--- src/rtl/core/access_code_enroll_and_check_macros.svh ---
// Assertion macros shared by the access code block.
// Each macro samples on the rising edge of clk and is switched off while arst_n is low.
`ifndef ACCESS_CODE_ENROLL_AND_CHECK_MACROS_SVH
`define ACCESS_CODE_ENROLL_AND_CHECK_MACROS_SVH

// The condition holds at every clock edge.
`define ACEC_ASSERT_ALWAYS(lbl, cond, msg) \
	lbl: assert property (@(posedge clk) disable iff (!arst_n) (cond)) else $error(msg);

// When the antecedent holds, the consequent holds in the same cycle.
`define ACEC_ASSERT_IMP(lbl, ante, cons, msg) \
	lbl: assert property (@(posedge clk) disable iff (!arst_n) (ante) |-> (cons)) \
		else $error(msg);

// When the antecedent holds, the consequent holds in the next cycle.
`define ACEC_ASSERT_NXT(lbl, ante, cons, msg) \
	lbl: assert property (@(posedge clk) disable iff (!arst_n) (ante) |=> (cons)) \
		else $error(msg);

`endif

--- src/rtl/core/acec_pkg.sv ---
`timescale 1ns / 1ps
`default_nettype none

package acec_pkg;

	// Character that ends a line.
	localparam logic [7:0] CHAR_NL = 8'd10;

	// Operating modes.
	localparam logic [1:0] MODE_ENROLL  = 2'd0;
	localparam logic [1:0] MODE_CHECK   = 2'd1;
	localparam logic [1:0] MODE_STOPPED = 2'd2;

	// Status codes of a result.
	localparam logic [2:0] ST_ENROLLED     = 3'd0;
	localparam logic [2:0] ST_NOT_HEX      = 3'd1;
	localparam logic [2:0] ST_WRONG_LENGTH = 3'd2;
	localparam logic [2:0] ST_DUPLICATE    = 3'd3;
	localparam logic [2:0] ST_ENROLL_CLOSED = 3'd4;
	localparam logic [2:0] ST_OPEN         = 3'd5;
	localparam logic [2:0] ST_WRONG_CODE   = 3'd6;
	localparam logic [2:0] ST_STOPPED      = 3'd7;

	// True for 0-9, a-f and A-F.
	function automatic logic is_hex(input logic [7:0] c);
		return (c >= 8'h30 && c <= 8'h39) || (c >= 8'h61 && c <= 8'h66) ||
			(c >= 8'h41 && c <= 8'h46);
	endfunction

endpackage

`default_nettype wire

--- src/rtl/core/acec_ram.sv ---
`timescale 1ns / 1ps
`default_nettype none

// Simple dual-port RAM with one write port and a registered read port.
module acec_ram #(
	parameter int WIDTH = 64,
	parameter int DEPTH = 32
) (
	input  wire logic                     clk,
	input  wire logic                     we,
	input  wire logic [$clog2(DEPTH)-1:0] waddr,
	input  wire logic [WIDTH-1:0]         wdata,
	input  wire logic [$clog2(DEPTH)-1:0] raddr,
	output logic      [WIDTH-1:0]         rdata
);

	logic [WIDTH-1:0] mem [DEPTH];

	always_ff @(posedge clk) begin
		if (we) begin
			mem[waddr] <= wdata;
		end
		rdata <= mem[raddr];
	end

endmodule

`default_nettype wire

--- src/rtl/core/access_code_enroll_and_check.sv ---
// Timing: a character gives no result; a newline that needs no table search gives its result
// in the cycle after it is taken, a searching newline once the search finds a match or has read
// every code stored before the line (one table entry per cycle through the code RAM read port,
// then the registered read, the stage-one compare and the result register).
// Throughput: one character per cycle, stalled by a search or, for a newline, a full result register.
// Reset clears the mode, line state, code count and handshake state; the code RAM is not cleared.
`timescale 1ns / 1ps
`default_nettype none

module access_code_enroll_and_check #(
	parameter int TABLE_SLOTS = 32,
	parameter int CODE_CHARS  = 8,
	parameter int LINE_MAX    = 128
) (
	input  wire logic       clk,
	input  wire logic       arst_n,

	input  wire logic       ch_valid,
	output logic            ch_ready,
	input  wire logic [7:0] ch,

	output logic            res_valid,
	input  wire logic       res_ready,
	output logic [2:0]      status,
	output logic [4:0]      matched_slot,
	output logic [4:0]      stored_count
);

	`include "access_code_enroll_and_check_macros.svh"

	// Widths of the code count, the line length and one stored code.
	localparam int CW = $clog2(TABLE_SLOTS);
	localparam int LW = $clog2(LINE_MAX);
	localparam int DW = 8 * CODE_CHARS;

	localparam logic [CW-1:0] COUNT_FULL = CW'(TABLE_SLOTS - 1);
	localparam logic [LW-1:0] CODE_LEN   = LW'(CODE_CHARS);
	localparam logic [LW-1:0] LEN_SAT    = LW'(LINE_MAX - 1);

	// Controller states: taking characters, or searching the code table.
	localparam logic ST_IDLE = 1'b0;
	localparam logic ST_SCAN = 1'b1;

	logic          state_q;
	logic [1:0]    mode_q;
	logic [CW-1:0] count_q;
	logic [LW-1:0] line_len_q;
	logic          all_hex_q;
	logic [7:0]    line_chars_q [CODE_CHARS];
	logic [DW-1:0] line_word;

	// Search pipeline: the address stage issues one read per cycle, and stage one
	// compares the registered RAM data with the line.
	logic [CW-1:0] idx_q;
	logic          issue_q;
	logic          rd_valid_s1;
	logic [CW-1:0] rd_idx_s1;
	logic          rd_last_s1;
	logic [DW-1:0] rdata;
	logic [CW-1:0] last_idx;

	logic          res_valid_q;
	logic [2:0]    status_q;
	logic [4:0]    slot_q;
	logic [4:0]    stored_q;

	logic          ch_is_nl;
	logic          ch_acc;
	logic          nl_acc;
	logic          char_acc;
	logic          line_full;

	// Decision taken when a newline is accepted.
	logic          start_scan;
	logic          dir_store;
	logic [2:0]    dir_status;
	logic [1:0]    mode_next;

	logic          scan_hit;
	logic          scan_miss;
	logic          finish;
	logic [2:0]    fin_status;
	logic [CW-1:0] fin_slot;

	logic          mem_we;
	logic          res_load;
	logic [2:0]    res_status;
	logic [CW-1:0] res_slot;
	logic [CW-1:0] count_next;
	logic [CW+4:0] slot_ext;
	logic [CW+4:0] count_ext;

	assign ch_is_nl  = (ch == acec_pkg::CHAR_NL);
	// A newline needs the result register free, or being emptied in this cycle.
	assign ch_ready  = (state_q == ST_IDLE) && (!ch_is_nl || !res_valid_q || res_ready);
	assign ch_acc    = ch_valid && ch_ready;
	assign nl_acc    = ch_acc && ch_is_nl;
	assign char_acc  = ch_acc && !ch_is_nl;
	assign line_full = (line_len_q == CODE_LEN);
	assign last_idx  = count_q - CW'(1);

	// Character i of the line sits in bits 8i and up of the packed code.
	always_comb begin
		for (int i = 0; i < CODE_CHARS; i++) begin
			line_word[8*i +: 8] = line_chars_q[i];
		end
	end

	// Classify a line at its newline. Only a full-length line that must be compared
	// with a non-empty table starts a search; the first code of the table is stored
	// directly since there is nothing to compare it with.
	always_comb begin
		start_scan = 1'b0;
		dir_store  = 1'b0;
		dir_status = acec_pkg::ST_STOPPED;
		mode_next  = mode_q;
		case (mode_q)
			acec_pkg::MODE_ENROLL: begin
				if (line_len_q == '0 || count_q >= COUNT_FULL) begin
					dir_status = acec_pkg::ST_ENROLL_CLOSED;
					mode_next  = acec_pkg::MODE_CHECK;
				end else if (!all_hex_q) begin
					dir_status = acec_pkg::ST_NOT_HEX;
				end else if (!line_full) begin
					dir_status = acec_pkg::ST_WRONG_LENGTH;
				end else if (count_q == '0) begin
					dir_store  = 1'b1;
					dir_status = acec_pkg::ST_ENROLLED;
				end else begin
					start_scan = 1'b1;
				end
			end
			acec_pkg::MODE_CHECK: begin
				if (line_len_q == '0) begin
					dir_status = acec_pkg::ST_STOPPED;
					mode_next  = acec_pkg::MODE_STOPPED;
				end else if (!line_full || count_q == '0) begin
					dir_status = acec_pkg::ST_WRONG_CODE;
				end else begin
					start_scan = 1'b1;
				end
			end
			default: begin
				dir_status = acec_pkg::ST_STOPPED;
			end
		endcase
	end

	// The search ends at the first matching slot, or after the last stored code.
	assign scan_hit  = (state_q == ST_SCAN) && rd_valid_s1 && (rdata == line_word);
	assign scan_miss = (state_q == ST_SCAN) && rd_valid_s1 && !scan_hit && rd_last_s1;
	assign finish    = scan_hit || scan_miss;

	always_comb begin
		fin_status = acec_pkg::ST_WRONG_CODE;
		fin_slot   = '0;
		if (mode_q == acec_pkg::MODE_ENROLL) begin
			if (scan_hit) begin
				fin_status = acec_pkg::ST_DUPLICATE;
			end else begin
				fin_status = acec_pkg::ST_ENROLLED;
				fin_slot   = count_q;
			end
		end else if (scan_hit) begin
			fin_status = acec_pkg::ST_OPEN;
			fin_slot   = rd_idx_s1;
		end
	end

	// A new code always goes to the slot just past the stored ones.
	assign mem_we     = (nl_acc && dir_store) ||
		(scan_miss && mode_q == acec_pkg::MODE_ENROLL);
	assign count_next = count_q + CW'(mem_we);
	assign res_load   = (nl_acc && !start_scan) || finish;
	assign res_status = finish ? fin_status : dir_status;
	assign res_slot   = finish ? fin_slot : '0;
	assign slot_ext   = {5'b0, res_slot};
	assign count_ext  = {5'b0, count_next};

	acec_ram #(
		.WIDTH (DW),
		.DEPTH (TABLE_SLOTS)
	) u_code_ram (
		.clk   (clk),
		.we    (mem_we),
		.waddr (count_q),
		.wdata (line_word),
		.raddr (idx_q),
		.rdata (rdata)
	);

	// Controller, search pipeline and mode.
	always_ff @(posedge clk or negedge arst_n) begin
		if (!arst_n) begin
			state_q     <= ST_IDLE;
			mode_q      <= acec_pkg::MODE_ENROLL;
			count_q     <= '0;
			idx_q       <= '0;
			issue_q     <= 1'b0;
			rd_valid_s1 <= 1'b0;
			rd_idx_s1   <= '0;
			rd_last_s1  <= 1'b0;
		end else begin
			count_q     <= count_next;
			rd_valid_s1 <= (state_q == ST_SCAN) && issue_q && !finish;
			rd_idx_s1   <= idx_q;
			rd_last_s1  <= (idx_q == last_idx);
			if (nl_acc) begin
				mode_q <= mode_next;
				if (start_scan) begin
					state_q <= ST_SCAN;
					idx_q   <= '0;
					issue_q <= 1'b1;
				end
			end else if (state_q == ST_SCAN) begin
				if (finish) begin
					state_q <= ST_IDLE;
					issue_q <= 1'b0;
				end else if (issue_q) begin
					if (idx_q == last_idx) begin
						issue_q <= 1'b0;
					end else begin
						idx_q <= idx_q + CW'(1);
					end
				end
			end
		end
	end

	// Line length and hex flag; a stopped block ignores ordinary characters.
	always_ff @(posedge clk or negedge arst_n) begin
		if (!arst_n) begin
			line_len_q <= '0;
			all_hex_q  <= 1'b1;
		end else if (nl_acc) begin
			line_len_q <= '0;
			all_hex_q  <= 1'b1;
		end else if (char_acc && mode_q != acec_pkg::MODE_STOPPED) begin
			if (!acec_pkg::is_hex(ch)) begin
				all_hex_q <= 1'b0;
			end
			if (line_len_q != LEN_SAT) begin
				line_len_q <= line_len_q + LW'(1);
			end
		end
	end

	// Only the first CODE_CHARS characters of a line are kept.
	always_ff @(posedge clk) begin
		if (char_acc && mode_q != acec_pkg::MODE_STOPPED) begin
			for (int i = 0; i < CODE_CHARS; i++) begin
				if (line_len_q == LW'(i)) begin
					line_chars_q[i] <= ch;
				end
			end
		end
	end

	// Result register.
	always_ff @(posedge clk or negedge arst_n) begin
		if (!arst_n) begin
			res_valid_q <= 1'b0;
		end else if (res_load) begin
			res_valid_q <= 1'b1;
		end else if (res_ready) begin
			res_valid_q <= 1'b0;
		end
	end

	always_ff @(posedge clk) begin
		if (res_load) begin
			status_q <= res_status;
			slot_q   <= slot_ext[4:0];
			stored_q <= count_ext[4:0];
		end
	end

	assign res_valid    = res_valid_q;
	assign status       = status_q;
	assign matched_slot = slot_q;
	assign stored_count = stored_q;

	`ACEC_ASSERT_ALWAYS(a_count_bound, count_q <= COUNT_FULL, "code count beyond table limit")
	`ACEC_ASSERT_IMP(a_load_free, res_load, !res_valid_q || res_ready, "result overwritten")
	`ACEC_ASSERT_NXT(a_store_count, mem_we, count_q == $past(count_q) + CW'(1), "store lost")
	`ACEC_ASSERT_IMP(a_scan_nonempty, state_q == ST_SCAN, count_q != '0 && !ch_ready, "bad scan")
	`ACEC_ASSERT_NXT(a_stop_sticky, mode_q == acec_pkg::MODE_STOPPED,
		mode_q == acec_pkg::MODE_STOPPED, "left stopped mode")

endmodule

`default_nettype wire
--- config.mk ---
export PLATFORM = sky130hd
export DESIGN_NAME = access_code_enroll_and_check
export DESIGN_NICKNAME = d
export VERILOG_FILES = /design/src/rtl/core/acec_pkg.sv /design/src/rtl/core/acec_ram.sv /design/src/rtl/core/access_code_enroll_and_check.sv
export VERILOG_INCLUDE_DIRS = /design/src /design/src/rtl/core
export SDC_FILE = /design/constraint.sdc
export NUM_CORES = 2
export LEC_CHECK = 0
export BUFFER_PORTS_ARGS = -buffer_cell sky130_fd_sc_hd__buf_2
export CORE_ASPECT_RATIO = 0.6
export CORE_MARGIN = 5
export CORE_UTILIZATION = 40
export CTS_CLUSTER_DIAMETER = 200
export CTS_CLUSTER_SIZE = 16
export DETAILED_ROUTE_END_ITERATION = 10
export GPL_TIMING_DRIVEN = 0
export HOLD_SLACK_MARGIN = 0.02
export PLACE_DENSITY = 0.62
export SYNTH_ARGS = -nofsm -noshare
export SYNTH_HDL_FRONTEND = slang
export SYNTH_SLANG_ARGS = --single-unit
--- constraint.sdc ---
create_clock -name clk -period 10.12 [get_ports clk]
set_input_delay 1.012 -clock clk [delete_from_list [all_inputs] [get_ports clk]]
set_output_delay 1.012 -clock clk [all_outputs]
set_load 0.05 [all_outputs]
== Yosys cells after proc, flatten, opt, wreduce, memory -nomap -nowiden ==
Memories as Yosys holds them, arrays and structs flattened. A register that Yosys moved wholly into a read port is not among the register bits.
Cells that the tools add are included.

* Bitwise gates (word level): 1
* Add/sub/neg operators: 4
* Eq/ne operators: 20
* Reductions and logical operators: 53
* Order comparisons: 7
* Mux-type cells: 99

{| class="wikitable"
|+ Operator list
! operator !! number
|-
| 64-bit == test || 1
|-
| 1-bit 2-to-1 mux || 60
|-
| 8-bit 2-to-1 mux || 7
|-
| 8-bit OR reduction || 7
|-
| 5-bit 2-to-1 mux || 9
|-
| 3-bit 2-to-1 mux || 13
|-
| 7-bit by 3-bit == test with 1-bit output, second input constant || 4
|-
| 7-bit 2-to-1 mux || 3
|-
| 1-bit logical AND || 17
|-
| 8-bit by 7-bit greater-or-equal comparator with 1-bit output, second input constant || 2
|-
| 8-bit by 7-bit less-or-equal comparator with 1-bit output, second input constant || 2
|-
| 7-bit by 2-bit == test with 1-bit output, second input constant || 2
|-
| 2-bit != test, second input constant || 6
|-
| 2-bit nonzero test || 6
|-
| 1-bit logical OR || 9
|-
| 8-bit by 4-bit == test with 1-bit output, second input constant || 1
|-
| 8-bit by 6-bit greater-or-equal comparator with 1-bit output, second input constant || 1
|-
| 8-bit by 6-bit less-or-equal comparator with 1-bit output, second input constant || 1
|-
| 2-bit 2-to-1 mux || 4
|-
| 7-bit by 1-bit adder with 7-bit output, second input constant || 1
|-
| 7-bit by 1-bit == test with 1-bit output, second input constant || 1
|-
| 7-bit by 4-bit == test with 1-bit output, second input constant || 1
|-
| 7-bit zero test || 1
|-
| 7-bit != test, second input constant || 1
|-
| 17 further kinds || 24
|}

* Register bits: 43
* RAM bits: 2112
* Memories: 2
* Output and inout bits: 15
* Input port bits: 12
* Word-level logic and storage cells: 200

{| class="wikitable"
|+ Memory list
! name !! depth !! width !! read ports !! clocked after memory_dff !! wr ports !! RTL line !! RTL
|-
| u_code_ram.mem || 32 || 64 || 1 || 1 || 1 || acec_ram.sv:17 || <nowiki>logic [WIDTH-1:0] mem [DEPTH];</nowiki>
|-
| line_chars_q || 8 || 8 || 8 || 0 || 1 || access_code_enroll_and_check.sv:49 || <nowiki>logic [7:0] line_chars_q [CODE_CHARS];</nowiki>
|}

== Depth between registers and ports, before layout ==
* Word-level depth: 18
* Mapped depth: 10
* Mapped depth without buffers: 10

== By module ==
Synthesis repeated with hierarchy kept, for this count alone.

* Cell total of the unflattened synthesis: 3458
* Area, all modules: 83890.5 um2

{| class="wikitable"
|+ By module, submodules not included
! module !! cells an instance !! seq. area each (um2) !! times used !! area each (um2)
|-
| acec_ram || 3097 || 62780.2 || 1 || 78964.5
|-
| access_code_enroll_and_check || 361 || 3064.2 || 1 || 4926.0
|}

== Least setup slack after synthesis ==
No wires, ideal clock.

* Kind: input to register
* From: input port ch[0]
* To: memory u_code_ram.mem[15][0] (enable)
* Cell stages on the path: 7
* Setup slack: 4.202 ns
* Path buffers: 0
* Required time: 9.633 ns
* Setup time: 0.487 ns
* Arrival: 5.431 ns
* Cell sequence: or4_4 nor4_4 nand3_2 or4_4 o21ai_4 nand2_4 nor2_1

* Word-level cells in the longest chain between the ends: 11

{| class="wikitable"
|+ Ends and longest elaborated chain
! what !! RTL line !! RTL
|-
| start: declaration || access_code_enroll_and_check.sv:20 || <nowiki>input wire logic [7:0] ch,</nowiki>
|-
| 8-bit by 4-bit == test with 1-bit output (*) || access_code_enroll_and_check.sv:93 || <nowiki>assign ch_is_nl = (ch == acec_pkg::CHAR_NL);</nowiki>
|-
| 1-bit zero test || access_code_enroll_and_check.sv:95 || <nowiki>assign ch_ready = (state_q == ST_IDLE) && (!ch_is_nl || !res_valid_q || res_ready);</nowiki>
|-
| 1-bit logical OR (2 in a row) || access_code_enroll_and_check.sv:95 ||
|-
| 1-bit logical AND || access_code_enroll_and_check.sv:95 ||
|-
| 1-bit logical AND || access_code_enroll_and_check.sv:96 || <nowiki>assign ch_acc = ch_valid && ch_ready;</nowiki>
|-
| 1-bit logical AND (*) || access_code_enroll_and_check.sv:97 || <nowiki>assign nl_acc = ch_acc && ch_is_nl;</nowiki>
|-
| 1-bit logical AND (*) || access_code_enroll_and_check.sv:171 || <nowiki>assign mem_we = (nl_acc && dir_store) ||</nowiki>
|-
| 1-bit logical OR (*) || access_code_enroll_and_check.sv:171 ||
|-
| 1-bit 2-to-1 mux (*) || acec_ram.sv:20 || <nowiki>if (we) begin</nowiki>
|-
| 1-bit 2-to-1 mux (implied by the code) (*) || acec_ram.sv:21 || <nowiki>mem[waddr] <= wdata;</nowiki>
|-
| end: declaration || acec_ram.sv:17 ||
|}

Mark *: on every way between the ends. The rest lies on a longest branch, timed or not.

==> results.sh <==
export IMPL_status="completed"
export IMPL_first_pass_iters=5
export IMPL_start_util_pct=40.1
export IMPL_timing_max_cap_violations=0
export IMPL_r2r_cells=10
export IMPL_routed_wl_um=232000
export IMPL_cp_max_fo=33
export IMPL_period_needed_ps=5390
export IMPL_hold_buffers=0
export IMPL_setup_viol=0
export IMPL_area_delta_synth_final_pct=13.3
export IMPL_grt_start_max_net_pins=34
export IMPL_core_area_um2=209000
export IMPL_viasPerCell=6.09
export IMPL_p_per_area_nw_per_um2=174
export IMPL_worst_ep_arrival_time_ps=5900
export IMPL_power_total_mw=16.5
export IMPL_finalMaxSlewViolations=0
export IMPL_chipWidth_um=601
export IMPL_crit_path_start="line_chars_q[0][23]$_DFFE_PP_"
export IMPL_drc=0
export IMPL_hold_viol=0
export IMPL_die_area_um2=219000
export IMPL_nNetsFinal=3722
export IMPL_critPathLaunchType="register"
export IMPL_synth_cells=3381
export IMPL_hpwlAfterDp_um=151000
export IMPL_synth_edf_count=2125
export IMPL_netlist_area_um2=83700
export IMPL_synth_seq_cells=2219
export IMPL_finalCritPeriodShare_pct=53.3
export IMPL_rsz0062_at_grt="false"
export IMPL_postRouteAntennaNets=0
export IMPL_cts_tree="yes"
export IMPL_grt_pass1_wl_um=320000
export IMPL_cellLeakagePower_nw=28.2
export IMPL_ios=27
export IMPL_synth_distinct_cells=55
export IMPL_vias=40000
export IMPL_endpoint="u_code_ram.mem[20][22]$_DFFE_PP_"
export IMPL_antenna_found_initial=13
export IMPL_grt_overflow=0
export IMPL_rows=130
export IMPL_track_usage_pct=21.0
export IMPL_postSynthNetCount=3405
export IMPL_avgRoutedWirePerCell_um=35.3
export IMPL_whs_ps=255
export IMPL_cp_required_ps=10630
export IMPL_peakVddDrop_mv=0.150
export IMPL_place_congestion=0.793
export IMPL_final_setup_skew_ps=49.0
export IMPL_r2r_setup_slack_ps=4730
export IMPL_clockBufferDepth=4
export IMPL_relSlewSlack_pct=1.19
export IMPL_synthFlopType="edfxtp_1"
export IMPL_die_height_um=364
export IMPL_synth_area_per_cell_um2=24.8
export IMPL_ys_seq_area_share_pct=78.6
export IMPL_cts_max_level=4
export IMPL_grt_pass1_vias=38300
export IMPL_fin_ws_ps=4730
export IMPL_clkLatencyLatePin_ps=820
export IMPL_pre_cts_ws_ps=4730
export IMPL_port_buffer_count=26
export IMPL_regToRegStartpoint="line_chars_q[0][23]$_DFFE_PP_"
export IMPL_fmax_mhz=186
export IMPL_path_clk_slew_ps=80
export IMPL_cts_resized=0
export IMPL_drtIter0Drc=6358
export IMPL_cts_buffers=164
export IMPL_clkSinkCount=2219
export IMPL_worst_slew_pin_slew_ps=1480
export IMPL_yosys_warnings=0
export IMPL_setup_tns_ps=0
export IMPL_hp_class="input port to asynchronous set/reset pin"
export IMPL_final_core_utilization_pct=45.4
export IMPL_r2r_end="u_code_ram.mem[20][22]$_DFFE_PP_"
export IMPL_root_buffer="clkbuf_16"
export IMPL_drive_gt1_share_pct=29.8
export IMPL_cp_end_kind="register"
export IMPL_path_class="register to register"
export IMPL_async_flop_share_pct=1.35
export IMPL_post_cts_buffers=0
## worst max-delay path, cell delays in order, from the launching register on
cell and delay [ps]:
edfxtp_1 1010, xor2_1 610, nor4_1 1050, nand4_1 320
nor4_4 580, o21ai_4 250, nand2_4 290, nor2_4 200
buf_12 250, buf_12 190, buf_12 180
## layout by cell type, fill, tap and decap left out, drive strengths merged, types with 2 or more instances in the layout
master   count
buf        209
nor2        48
xor2        69
and3         9
a22o         6
nand3b       7
or3b         2
nand4        9
a21oi        8
dfrtp       29
ha          12
nor4        20
xnor2        7
a311o        2
mux2        64
nor2b        3
nor3         3
o31ai        2
o21ai        7
or2          2
or3          3
edfxtp    2125
a2111oi      3
nand3       17
diode        9
mux4       640
nand2b       3
clkbuf     358
or4          4
dfxtp       64
a21o         5
and2         4
mux2i        2
nand2       19
inv         14
## state kept, by name, summed over array words and instances, names as in the netlist
signal / count
all_hex_q: 1
mode_q: 2
rd_last_s1: 1
rd_idx_s1: 5
matched_slot: 5
state_q: 1
res_valid: 1
idx_q: 5
line_chars_q: 64
rd_valid_s1: 1
u_code_ram.rdata: 64
count_q: 5
stored_count: 5
status: 3
issue_q: 1
line_len_q: 7
u_code_ram.mem: 2048
## worst min-delay path by stage
stage	start	to	slack [ps]	cells after the start
final	arst_n	idx_q[4]$_DFFE_PN0P_	260	1
after global routing	arst_n	line_len_q[6]$_DFFE_PN0P_	270	1
after CTS	arst_n	line_len_q[6]$_DFFE_PN0P_	220	1
after detailed placement	idx_q[2]$_DFFE_PN0P_	rd_idx_s1[2]$_DFF_PN0_	360	0
after global placement	idx_q[2]$_DFFE_PN0P_	rd_idx_s1[2]$_DFF_PN0_	360	0
after floorplan	idx_q[2]$_DFFE_PN0P_	rd_idx_s1[2]$_DFF_PN0_	350	0
## cell usage after synthesis, drive strengths merged (3+ instances only)
master / n / share of area (%)
or3: 3 / 0.024
nand3: 17 / 0.11
nor4: 20 / 0.19
nand4: 9 / 0.067
dfxtp: 64 / 1.5
clkbuf: 100 / 0.45
ha: 12 / 0.18
a2111oi: 3 / 0.061
nor2: 48 / 0.22
inv: 11 / 0.049
xnor2: 7 / 0.073
nand2: 19 / 0.12
dfrtp: 29 / 0.87
and3: 9 / 0.069
nor2b: 3 / 0.022
edfxtp: 2125 / 76
a21o: 5 / 0.045
or4: 4 / 0.054
nand3b: 7 / 0.063
a21oi: 8 / 0.048
buf: 61 / 0.32
mux2: 64 / 0.86
nand2b: 3 / 0.022
and2: 4 / 0.030
xor2: 69 / 0.72
mux4: 640 / 17
nor3: 3 / 0.018
a22o: 6 / 0.063
o21ai: 7 / 0.055
## logic make-up (layout without fill, tap and decap cells)
group	Yosys count	in the layout	share of synthesized area, %
adders and majority gates	12	12	0.179
AOI/OAI and AO/OA	40	40	0.390
xor gates and xnor gates	76	76	0.795
and+or+nand+nor	156	156	1.07
buffers and inverters	172	583	0.820
other	0	9	0
DFF	2219	2219	78.6
muxes	706	706	18.1
## metrics by stage
step	std cells	cell area, um2
finish	6573	94800
global route	6564	94800
CTS	6564	94800
detailed placement	6304	90300
global placement	6179	87300
floorplan	3381	83700
## power breakdown
group,internal [mW],switching (mW)
combinational,0.116,0.180
clock,3.05,3.05
sequential,10.0,0.114
## cell type report
class / count / area, um2
diodes: 9 / 22.5
plain buffers: 161 / 666
clock buffers: 255 / 4490
clock inverters: 5 / 50.0
fillers: 17000 / 114000
inverters: 11 / 41.3
multi-input cells: 990 / 17400
flip-flops and latches: 2219 / 65800
well taps: 2772 / 3470
repair buffers: 151 / 2820
## routing by layer
metal,GRT usage (%),vias to the layer above,part of all wire [%]
li1,-,15100,-
met1,32.7,22000,43
met2,29.1,2630,42
met3,6.29,305,13
met4,4.33,2,2.1
met5,0,-,0.0056
(Power assumes the default switching activity.)
